$ cat config.mk
export PLATFORM = sky130hd
export DESIGN_NAME = mshr_cell
export DESIGN_NICKNAME = d
export VERILOG_FILES = /design/src/hw/rtl/mshr_pkg.sv /design/src/hw/rtl/mshr_cell.sv
export SDC_FILE = /design/constraint.sdc
export NUM_CORES = 1
export LEC_CHECK = 0
export BUFFER_PORTS_ARGS = -buffer_cell sky130_fd_sc_hd__buf_2
export CAP_MARGIN = 15
export CORE_AREA = 2 2 284 286
export DETAILED_ROUTE_END_ITERATION = 12
export DIE_AREA = 0 0 286 288
export PLACE_DENSITY = 0.62
export SLEW_MARGIN = 0
export SYNTH_ARGS = -nofsm -noshare
export SYNTH_HDL_FRONTEND = slang
export SYNTH_SLANG_ARGS = --single-unit
export TNS_END_PERCENT = 50
$ cat constraint.sdc
create_clock -name clk -period 18.05 [get_ports clk]
set_input_delay 3.61 -clock clk [delete_from_list [all_inputs] [get_ports clk]]
set_output_delay 3.61 -clock clk [all_outputs]
set_load 0.05 [all_outputs]
$ cat src/hw/rtl/mshr_pkg.sv
// Package: types and constants shared by the miss status table modules.
`timescale 1ns / 1ps
package mshr_pkg;
  localparam int ENTRIES = 8;
  localparam int MAX_SECONDARIES = 4;
  localparam int IDX_W = 3;
  localparam int SEC_W = 2;
  localparam int CNT_W = 3;
  localparam int VCNT_W = 4;

  localparam logic [1:0] OP_ALLOC  = 2'd0;
  localparam logic [1:0] OP_REL    = 2'd1;
  localparam logic [1:0] OP_TICK   = 2'd2;
  localparam logic [1:0] OP_LOOKUP = 2'd3;

  localparam logic [3:0] ST_MERGED    = 4'd0;
  localparam logic [3:0] ST_ALLOC     = 4'd1;
  localparam logic [3:0] ST_FULL      = 4'd2;
  localparam logic [3:0] ST_MERGEFULL = 4'd3;
  localparam logic [3:0] ST_FOUND     = 4'd4;
  localparam logic [3:0] ST_NOTFOUND  = 4'd5;
  localparam logic [3:0] ST_FREED     = 4'd6;
  localparam logic [3:0] ST_PROMOTED  = 4'd7;
  localparam logic [3:0] ST_SECREM    = 4'd8;
  localparam logic [3:0] ST_UNKNOWN   = 4'd9;
  localparam logic [3:0] ST_TICKED    = 4'd10;

  typedef struct packed {
    logic [1:0]  opcode;
    logic [63:0] req_id;
    logic [63:0] line_address;
    logic [1:0]  access_kind;
    logic [63:0] instr_pc;
    logic [63:0] due_time;
    logic [63:0] now_time;
    logic [31:0] result_word;
  } in_item_t;

  typedef struct packed {
    logic [3:0]  status;
    logic [2:0]  slot_index;
    logic [63:0] slot_primary_id;
    logic [63:0] slot_line_address;
    logic [1:0]  slot_access_kind;
    logic [63:0] slot_pc;
    logic [63:0] slot_due_time;
    logic        slot_ready;
    logic [31:0] slot_result;
    logic        table_full;
    logic [3:0]  valid_count;
  } out_item_t;

  // Contents of one entry as seen by the result path.
  typedef struct packed {
    logic        valid;
    logic        done;
    logic [63:0] primary;
    logic [63:0] line;
    logic [1:0]  kind;
    logic [63:0] pc;
    logic [63:0] due;
    logic [31:0] payload;
    logic [CNT_W-1:0] sec_count;
    logic [63:0] sec0;
  } entry_t;

  // Per-cell match flags and the grant coming back from the priority chain.
  typedef struct packed {
    logic line_hit;
    logic prim_hit;
    logic sec_hit;
    logic free;
  } cell_flags_t;

  typedef struct packed {
    logic merge;
    logic fill;
    logic release_id;
  } cell_grant_t;
endpackage

$ cat src/hw/rtl/mshr_cell.sv
// One table entry: its stored fields, its secondary list and its match logic.
`timescale 1ns / 1ps
module mshr_cell import mshr_pkg::*; (
  input  logic        clk,
  input  logic        rst_n,
  input  logic        go,
  input  in_item_t    item,
  input  cell_grant_t grant,
  output cell_flags_t flags,
  output entry_t      ent
);
  logic        valid_r, done_r;
  logic [63:0] primary_r, line_r, pc_r, due_r;
  logic [1:0]  kind_r;
  logic [31:0] payload_r;
  logic [CNT_W-1:0] cnt_r;
  logic [63:0] sec_r [MAX_SECONDARIES];
  logic [MAX_SECONDARIES-1:0] sec_match;
  logic [SEC_W-1:0] first_pos;

  always_comb begin
    first_pos = '0;
    for (int k = MAX_SECONDARIES - 1; k >= 0; k--) begin
      sec_match[k] = (CNT_W'(k) < cnt_r) && (sec_r[k] == item.req_id);
      if (sec_match[k]) first_pos = SEC_W'(k);
    end
  end

  assign flags.line_hit = valid_r && (line_r == item.line_address);
  assign flags.prim_hit = valid_r && (primary_r == item.req_id);
  assign flags.sec_hit  = valid_r && (|sec_match);
  assign flags.free     = !valid_r;

  assign ent = '{valid: valid_r, done: done_r, primary: primary_r, line: line_r,
                 kind: kind_r, pc: pc_r, due: due_r, payload: payload_r,
                 sec_count: cnt_r, sec0: sec_r[0]};

  always_ff @(posedge clk) begin
    if (!rst_n) begin
      valid_r <= 1'b0;
      done_r  <= 1'b0;
      cnt_r   <= '0;
    end else if (go) begin
      if (item.opcode == OP_TICK) begin
        if (valid_r && (item.now_time >= due_r)) done_r <= 1'b1;
      end
      if (grant.fill) begin
        valid_r   <= 1'b1;
        done_r    <= 1'b0;
        primary_r <= item.req_id;
        line_r    <= item.line_address;
        kind_r    <= item.access_kind;
        pc_r      <= item.instr_pc;
        due_r     <= item.due_time;
        payload_r <= item.result_word;
        cnt_r     <= '0;
      end
      if (grant.merge && (cnt_r < CNT_W'(MAX_SECONDARIES))) begin
        sec_r[cnt_r[SEC_W-1:0]] <= item.req_id;
        cnt_r <= cnt_r + 1'b1;
      end
      if (grant.release_id) begin
        if (flags.prim_hit) begin
          if (cnt_r == '0) begin
            valid_r <= 1'b0;
            done_r  <= 1'b0;
          end else begin
            primary_r <= sec_r[0];
            for (int k = 0; k < MAX_SECONDARIES - 1; k++) sec_r[k] <= sec_r[k+1];
            cnt_r <= cnt_r - 1'b1;
          end
        end else begin
          for (int k = 0; k < MAX_SECONDARIES - 1; k++)
            if (SEC_W'(k) >= first_pos) sec_r[k] <= sec_r[k+1];
          cnt_r <= cnt_r - 1'b1;
        end
      end
    end
  end
endmodule

==> results of run 1 <==
[kinds of logic after synthesis]
family,synth area share
flip-flops,0.573
AND/OR/NAND/NOR,0.107
XOR/XNOR,0.0885
multiplexers,0.116
buffers and inverters,0.0388
AO/OA/AOI/OAI,0.0466
adder cells (fa/ha/maj),0.0300
[per-stage QoR]
step / worst slack [ns] / hold slack (ns) / util / area [µm²]
final: 7.88 / 0.599 / 0.446 / 35500
after floorplan: 7.49 / 0.545 / - / 28800
after CTS: 7.87 / 0.599 / 0.445 / 35500
after global placement: 7.79 / 0.573 / 0.418 / 33300
after detailed placement: 7.87 / 0.579 / 0.418 / 33300
after global routing: 7.63 / 0.607 / 0.446 / 35500
[sequential cells by signal (all words and copies together) (netlist names)]
register / flops
cnt_r: 3
done_r: 1
due_r: 64
kind_r: 2
line_r: 64
payload_r: 32
pc_r: 64
primary_r: 64
sec_r: 256
valid_r: 1
[power by group]
group          leakage [nW]  switching [mW]  internal [mW]
logic                  8.24           0.373          0.169
clock network          1.06           0.578          0.787
registers              5.07          0.0535           1.48
total                  14.4            1.00           2.43
[worst reg2reg max path: stages (launching register included)]
cell and delay, ns:
edfxtp_1 0.50, xor2_1 0.25, or4_1 0.56, or4b_1 0.53, or4_1 0.47, or4_4 0.60, o31a_1 0.16, o21bai_4 0.33
buf_4 0.83, mux2_2 0.50
[final cells by class]
type | count | share of cell area
tap | 1060 | 0.0374
inverter | 128 | 0.0135
multi-input combinational | 1360 | 0.316
clock buffer | 84 | 0.0496
antenna | 16 | 0.00113
clock inverter | 37 | 0.0114
sequential | 551 | 0.465
timing repair buffer | 745 | 0.106
[cell usage in the layout (no fill, tap or decap), types with 14 or more instances in the layout]
cell       synthesis  layout
buf_2              6     723
edfxtp_1         546     546
xor2_1           160     160
mux2_4           142     142
xnor2_1          131     131
inv_1            128     127
nor2_1           105     105
nor4_1            82      82
nand4_1           80      80
a21oi_1           82      80
mux2i_1           71      71
ha_1              69      69
clkbuf_16          0      68
nor2b_1           67      67
nand2b_1          51      51
nand2_1           47      45
mux2_2            40      40
nand3_1           22      22
buf_4              3      21
a21o_1            21      20
or4_1             19      19
o21ai_0           17      17
diode_2            0      16
clkbuf_1          79      16
nor3_1            15      15
a2111oi_0         14      14
o22ai_1           14      14
[worst paths after layout]
check / from / to
hold reg to reg: sec_r[3][55]$_DFFE_PP_ / sec_r[2][55]$_DFFE_PP_
setup reg to reg: sec_r[0][32]$_DFFE_PP_ / sec_r[0][0]$_DFFE_PP_
setup / recovery: item[337] / flags[1]
hold / removal: sec_r[3][55]$_DFFE_PP_ / sec_r[2][55]$_DFFE_PP_
[metal layers]
metal,routed length (µm),up-vias,track usage
li1,-,9417,-
met1,51700,10600,0.394
met2,61800,1213,0.505
met3,12100,306,0.0738
met4,5000,70,0.103
met5,434,-,0
==> results.ini, run 1 <==
[timing]
setup_viol=0
slew_viol_final=0
relSlewSlack=0.218
setup_tns_ns=0
worstMarginPinSlew_ns=1.16
clock-skew-final_ns=0.0356
max_freq_mhz=98.3
finalCritPeriodShare=0.563
final_hold_viol_count=0
grt_setup_unrepaired=no
period_needed_ns=10.17

[layout]
area_growth_pct=23.3
layout-drive-gt1-share=0.359
fin_nets=3284
n_fill_cell=7550
regArea_mm2=0.0165
multiInputGateArea_mm2=0.0112
stdcell_count=3981

[critical_path]
cp.arrival_ns=6.56
reg2reg_slack_ns=13.06
required_ns=14.44
worstSetupPathDepth=11
slowest_delay_ns=0.50
startpoint_type=input port
critPathBufInv=4
critPathSlowestCell=nor4_1
rr_worst_depth=9
critPathKind=in2out
crit_family=simple AND/OR/NAND/NOR gates
cp-end-kind=output pin
cp_cell_sequence=buf_2 > inv_1 > o21ai_0 > nor4b_1 > nand4_1 > or4_1 > nor4_1 > nor4_1 > buf_4 > nor2_1 > buf_2
critPathMaxFanout=11

[die]
die_x_um=286
die_h_um=288
fp-row-count=104
ios=725
die_area_mm2=0.0824
start_util=0.362
core_region_area_mm2=0.0796

[drt]
ant_nets=0
first_pass_iters=6
vias_per_cell=5.42
drc=0
drt-total-wl_um=131000
via_count=21600
wl_per_cell_um=32.9
drt_iter0_drc=2450

[clock_tree]
cts_htree_levels=3
cts_tree=done
ctsResizeCount=0
cts_buffers=67
path_clk_slew_ns=0.06
clock_path_buffers=3
clock_latency_ns=0.62
postCtsSetupBuffers=0
cts-root-buf=clkbuf_16
hold_buffers=0
cts.sinks=551

[power]
power.total_mw=3.44
leakage_nw=14.4
powerDensity_mw_per_mm2=96.8
max-vdd-ir-drop_mv=0.0675

[global_route]
grt_max_degree=101
grt_pass1_wl_um=173000
grtUsageTotal=0.306
grt_remaining_overflow=0
grt_pass1_vias=20600
antenna_found_initial=81

[yosys]
synth_edf_count=546
synthTopCellsByCount=546 x edfxtp_1, 160 x xor2_1, 142 x mux2_4
synth_cells=2150
syn_nets=2581
synthFlopType=edfxtp_1
synth_area_leaders=edfxtp_1 57%, mux2_4 7.4%, xor2_1 4.9%
async_reset_ff_frac=0
synth-seq-cells=551
synth_most_common_cell=edfxtp_1
seq_area_frac_synth=0.573
yosys_warnings=0
synth_top_area_frac=0.569
syn_avg_cell_area_um2=13.4
syn_area_mm2=0.0288
post-synth-top-area-cell=edfxtp_1
synth.distinct_cells=69

[placement]
placed_cells=3843
port_buffers=724
dp_hpwl_um=108000
gp_congestion=0.998

[worst_hold_path]
hp-class=reg2reg
hold_depth=1

[run]
cap_violations=0

[status]
status=complete, no violations

Note: power is estimated with default switching activity, not from simulation.
==> run 2, diff against run 1 <==
clock period = 10.6 ns   (was 18.05 ns; I/O delays follow)
==> run 2 against run 1 <==
Against the previous run: via count shrank 0.16%; worst hold slack worse by 0.014 ns; wire length decreased by 0.54%; count of clock-buffer cells in the layout fell by 3; sequential power grew 70%; critical path depth is 1 lower; cell count down 0.18%; clock power increased by 74%; clock skew is 0.0024 ns higher; first-iteration DRC count down 5.3%; critical endpoint unchanged.
==> results.ini, run 2 (same netlist as run 1, synthesis figures left out) <==
[clock_tree]
cts_buffers=67  ; unchanged
hold_buffers=0  ; unchanged
path_clk_slew_ns=0.06  ; about the same
postCtsSetupBuffers=0  ; unchanged
clock_latency_ns=0.64  ; +0.02 ns
ctsResizeCount=0  ; unchanged
clock_path_buffers=3  ; unchanged
cts-root-buf=clkbuf_16
cts.sinks=551  ; unchanged
cts_tree=done
cts_htree_levels=3  ; unchanged

[critical_path]
cp-end-kind=output pin
rr_endpoint=sec_r[2][0]$_DFFE_PP_
rr_worst_depth=9  ; unchanged
timing.rr.start=sec_r[3][32]$_DFFE_PP_
required_ns=8.48  ; -5.96 ns
critPathKind=in2out
reg2reg_slack_ns=5.48  ; -7.58 ns
startpoint_type=input port
critPathMaxFanout=12  ; +1
cp.arrival_ns=5.02  ; -1.54 ns

[layout]
multiInputGateArea_mm2=0.0112  ; unchanged
area_growth_pct=23.6
largest_reg_flops=256  ; unchanged
stdcell_area_mm2=0.0356  ; +0.26%
n_fill_cell=7477  ; -0.97%
regArea_mm2=0.0165  ; unchanged
mostFrequentLayoutCells=723 x buf_2, 546 x edfxtp_1, 160 x xor2_1, 142 x mux2_4, 131 x xnor2_1
layout-drive-gt1-share=0.359  ; +0.000371
stdcell_count=3974  ; -0.18%
largest-register=sec_r
fin_nets=3280  ; -0.12%
final_common_cell=buf_2

[timing]
slew_viol_final=0  ; unchanged
setup_slack_ns=3.46  ; -4.42 ns
clock-skew-final_ns=0.0380  ; +0.00242 ns
max_freq_mhz=140
setup_tns_ns=0  ; unchanged
relSlewSlack=0.182  ; -0.0358
worstMarginPinSlew_ns=1.22  ; +0.0532 ns
final_hold_viol_count=0  ; unchanged
setup_viol=0  ; unchanged
period_needed_ns=7.14
grt_setup_unrepaired=no
finalCritPeriodShare=0.673

[drt]
first_pass_iters=6  ; unchanged
drt_iter0_drc=2319  ; -5.3%
drt-total-wl_um=130000  ; -0.54%
drc=0  ; unchanged
wl_per_cell_um=32.8  ; -0.36%
vias_per_cell=5.42  ; about the same
via_count=21500  ; -0.16%
ant_nets=0  ; unchanged

[worst_hold_path]
worstHoldEndpoint=sec_r[1][63]$_DFFE_PP_
hold_start=sec_r[2][63]$_DFFE_PP_
hp-class=reg2reg
hold_depth=1  ; unchanged

[die]
fp-row-count=104  ; unchanged
ios=725  ; unchanged
die_x_um=286  ; unchanged
core_region_area_mm2=0.0796  ; unchanged
start_util=0.362  ; unchanged
die_area_mm2=0.0824  ; unchanged
die_h_um=288  ; unchanged

[global_route]
antenna_found_initial=81  ; unchanged
grtUsageTotal=0.304  ; -0.00231
grt_pass1_wl_um=172000  ; -0.56%
grt_remaining_overflow=0  ; unchanged
grt_pass1_vias=20600  ; +0.097%
grt_max_degree=157  ; +55%

[run]
cap_violations=0  ; unchanged

[power]
max-vdd-ir-drop_mv=0.119  ; +76%
leakage_nw=14.4  ; about the same
powerDensity_mw_per_mm2=166  ; +72%

[placement]
place_area_mm2=0.0333  ; about the same
port_buffers=724  ; unchanged
dp_hpwl_um=108000  ; -0.58%
gp_congestion=0.971  ; -2.7%
pre_cts_ws_ns=3.54  ; -4.33 ns
placed_cells=3840  ; -0.078%

[status]
status=complete, no violations

-- run 2: cell types whose count changed in the layout (fill, tap and decap cells not counted), moves of 2 or more --
cell	change
diode_2	-4
clkinv_2	-2
buf_4	-4
clkbuf_1	-2
clkinvlp_4	+5
clkinv_16	+5
-- run 2: routing by layer --
layer  share of wire  wire length [µm]  track usage  vias up
li1                -                 -            -     9421
met2            0.48             62400        0.513     1193
met1            0.40             52100        0.391    10500
met5          0.0033               428            0        -
met4           0.031              4070       0.0755       70
met3           0.086             11200       0.0740      302
-- run 2: cell type report --
class | instances | share of cell area
tap | 1060 | 0.0373
inverter | 128 | 0.0135
multi-input combinational | 1360 | 0.315
timing repair buffer | 741 | 0.106
sequential | 551 | 0.463
clock buffer | 81 | 0.0486
antenna | 12 | 0.000844
clock inverter | 41 | 0.0156
-- run 2: worst max path at each step --
stage	startpoint	endpoint	cells after the start
final	item[299]	flags[1]	10
after global routing	item[303]	flags[1]	10
after CTS	item[299]	flags[1]	10
after detailed placement	item[299]	flags[1]	10
after global placement	item[299]	flags[1]	10
after floorplan	grant[1]	due_r[0]$_DFFE_PP_	4
-- run 2: stage by stage --
stage	hold WS, ns	total power [mW]	utilization
6_report	0.585	5.91	0.447
3_5_place_dp	0.565	3.56	0.418
4_1_cts	0.585	5.95	0.447
5_1_grt	0.608	6.08	0.447
2_1_floorplan	0.545	3.21	-
3_3_place_gp	0.569	3.56	0.418
-- run 2: report_power, final --
| part | switching (mW) | total [mW] | internal [mW] |
|---|---|---|---|
| clock network | 1.02 | 2.39 | 1.37 |
| registers | 0.0911 | 2.60 | 2.51 |
| logic | 0.635 | 0.923 | 0.288 |
-- run 2: worst max-delay path, cell delays in order --
cell and delay, ns:
buf_2 0.38, xor2_1 0.15, nor4_1 0.64, nand3_1 0.13, or4_1 0.54, nor4_1 0.41, nor4_1 0.10, buf_4 0.19
nor2_1 0.08, buf_2 0.26
==> run 3, diff against run 2 <==
CORE_AREA = 2 2 285 287   (was 2 2 284 286)
DIE_AREA = 0 0 287 289   (was 0 0 286 288)
PLACE_DENSITY = 0.64   (was 0.62)
clock period = 6.12 ns   (was 10.6 ns; I/O delays follow)
==> run 3 against run 2 <==
Against the previous run: critical path depth stayed put; combinational power is 78% higher; count of clock-buffer cells in the layout down 1; worst hold slack got worse by 0.021 ns; via count increased by 1.7%; die area rose by 0.70%; non-clock buffer count rose by 43; clock power rose by 56%; first-iteration DRC count hardly changed; global-route usage rose by 0.45 points; critical endpoint unchanged; largest cell class unchanged; largest power group unchanged.
==> results.ini, run 3 (same netlist as run 1, synthesis figures left out) <==
[die]
start_util=0.360  ; -0.00118
die_x_um=287  ; +0.35%
die_h_um=289  ; +0.35%
core_region_area_mm2=0.0799  ; +0.33%
fp-row-count=104  ; unchanged
die_area_mm2=0.0829  ; +0.70%
ios=725  ; unchanged

[timing]
setup_tns_ns=0  ; unchanged
grt_setup_unrepaired=no
relSlewSlack=0.298  ; +0.115
setup_slack_ns=0.355  ; -3.11 ns
slew_viol_final=0  ; unchanged
setup_viol=0  ; unchanged
finalCritPeriodShare=0.942
max_freq_mhz=173
final_hold_viol_count=0  ; unchanged
hold_ws_ns=0.563  ; -0.0213 ns
clock-skew-final_ns=0.0482  ; +0.0102 ns
period_needed_ns=5.77
worstMarginPinSlew_ns=1.05  ; -0.162 ns

[power]
p_clk_frac=0.378  ; -0.026
seqPwrFrac=0.456  ; +0.016
max-vdd-ir-drop_mv=0.247  ; +110%
pwr-share-comb=0.166  ; +0.010
power.total_mw=9.89  ; +67%
netSwitchingFraction=0.295  ; about the same
leakage_nw=14.5  ; +0.90%
netSwitchingPower_mw=2.92  ; +67%
powerDensity_mw_per_mm2=276  ; +66%
p_int_mw=6.97  ; +67%

[critical_path]
critPathSlowestCell=nor4_1
cp_cell_sequence=buf_2 > xor2_1 > or4b_2 > nor4_1 > nand4_1 > nor4_1 > nor4_1 > buf_4 > nor2_1 > buf_2
critPathMaxFanout=10  ; -2
cp.arrival_ns=4.54  ; -0.48 ns
critPathKind=in2out
rr_worst_depth=9  ; unchanged
rr_endpoint=sec_r[0][0]$_DFFE_PP_
crit_top_cell=nor4_1
timing.rr.start=sec_r[0][41]$_DFFE_PP_
startpoint_type=input port
reg2reg_slack_ns=1.75  ; -3.73 ns
slowest_delay_ns=0.71  ; +0.07 ns
cp-end-kind=output pin
required_ns=4.90  ; -3.58 ns

[layout]
final_common_cell=buf_2
mostFrequentLayoutCells=723 x buf_2, 546 x edfxtp_1, 160 x xor2_1, 142 x mux2_4, 131 x xnor2_1
largest_reg_flops=256  ; unchanged
layout-drive-gt1-share=0.365  ; +0.00537
largest-register=sec_r
area_growth_pct=24.3
fin_nets=3317  ; +1.1%
final_core_util=0.448  ; +0.000925
stdcell_count=4019  ; +1.1%
n_fill_cell=7511  ; +0.45%
stdcell_area_mm2=0.0358  ; +0.53%

[placement]
gp_congestion=0.997  ; +2.6%
placed_cells=3883  ; +1.1%
pre_cts_ws_ns=0.499  ; -3.04 ns
dp_hpwl_um=111000  ; +3.1%
port_buffers=724  ; unchanged
place_area_mm2=0.0337  ; +1.4%

[drt]
drc=0  ; unchanged
wl_per_cell_um=33.1  ; +0.96%
ant_nets=0  ; unchanged
via_count=21900  ; +1.7%
drt-total-wl_um=133000  ; +2.1%
first_pass_iters=6  ; unchanged
vias_per_cell=5.45  ; +0.51%
drt_iter0_drc=2318  ; -0.043%

[worst_hold_path]
hold_depth=1  ; unchanged
hp-class=reg2reg
hold_start=sec_r[3][40]$_DFFE_PP_
worstHoldEndpoint=sec_r[2][40]$_DFFE_PP_

[global_route]
grtUsageTotal=0.308  ; +0.00452
grt_max_degree=143  ; -8.9%
grt_remaining_overflow=0  ; unchanged
grt_pass1_wl_um=175000  ; +1.6%
grt_pass1_vias=20800  ; +1.2%
antenna_found_initial=90  ; +11%

[clock_tree]
hold_buffers=0  ; unchanged
path_clk_slew_ns=0.06  ; about the same
cts_tree=done
cts.sinks=551  ; unchanged
cts-root-buf=clkbuf_16
ctsResizeCount=0  ; unchanged
clock_path_buffers=3  ; unchanged
cts_buffers=61  ; -9.0%
postCtsSetupBuffers=0  ; unchanged
clock_latency_ns=0.69  ; +0.05 ns
cts_htree_levels=2  ; -1

[run]
cap_violations=0  ; unchanged

[status]
status=complete, no violations

==> run 3: worst max-delay path by stage <==
stage | from | to
after floorplan | item[329] | sec_r[0][0]$_DFFE_PP_
after global placement | item[328] | flags[1]
after detailed placement | item[328] | flags[1]
after CTS | item[328] | flags[1]
after global routing | item[328] | flags[1]
final | item[328] | flags[1]
==> run 3: metal layers <==
layer,vias to the layer above,part of all wire,track usage
li1,9500,-,-
met1,10700,0.39,0.401
met2,1267,0.45,0.488
met3,323,0.10,0.0833
met4,78,0.047,0.124
met5,-,0.0035,0
==> run 3: area by class of cell <==
| type | count | area (µm²) | area share |
|---|---|---|---|
| clock inverter | 33 | 395 | 0.0110 |
| timing repair buffer | 784 | 4210 | 0.118 |
| antenna | 23 | 57.6 | 0.00161 |
| sequential | 551 | 16500 | 0.461 |
| multi-input combinational | 1360 | 11200 | 0.314 |
| inverter | 128 | 480 | 0.0134 |
| tap | 1060 | 1330 | 0.0371 |
| clock buffer | 80 | 1600 | 0.0446 |
==> run 3: power groups by stage <==
stage	logic [mW]	clock network (mW)	registers, mW
final	1.64	3.74	4.52
after detailed placement	1.63	0	4.59
after global placement	1.62	0	4.59
after CTS	1.63	3.78	4.51
after floorplan	0.634	0	4.92
after global routing	1.71	3.92	4.52
==> run 3: worst max-delay path: cells and delay by family <==
family                 cells  cell delay [ns]
AND/OR/NAND/NOR            6             2.30
buffers and inverters      3             0.83
XOR/XNOR                   1             0.18
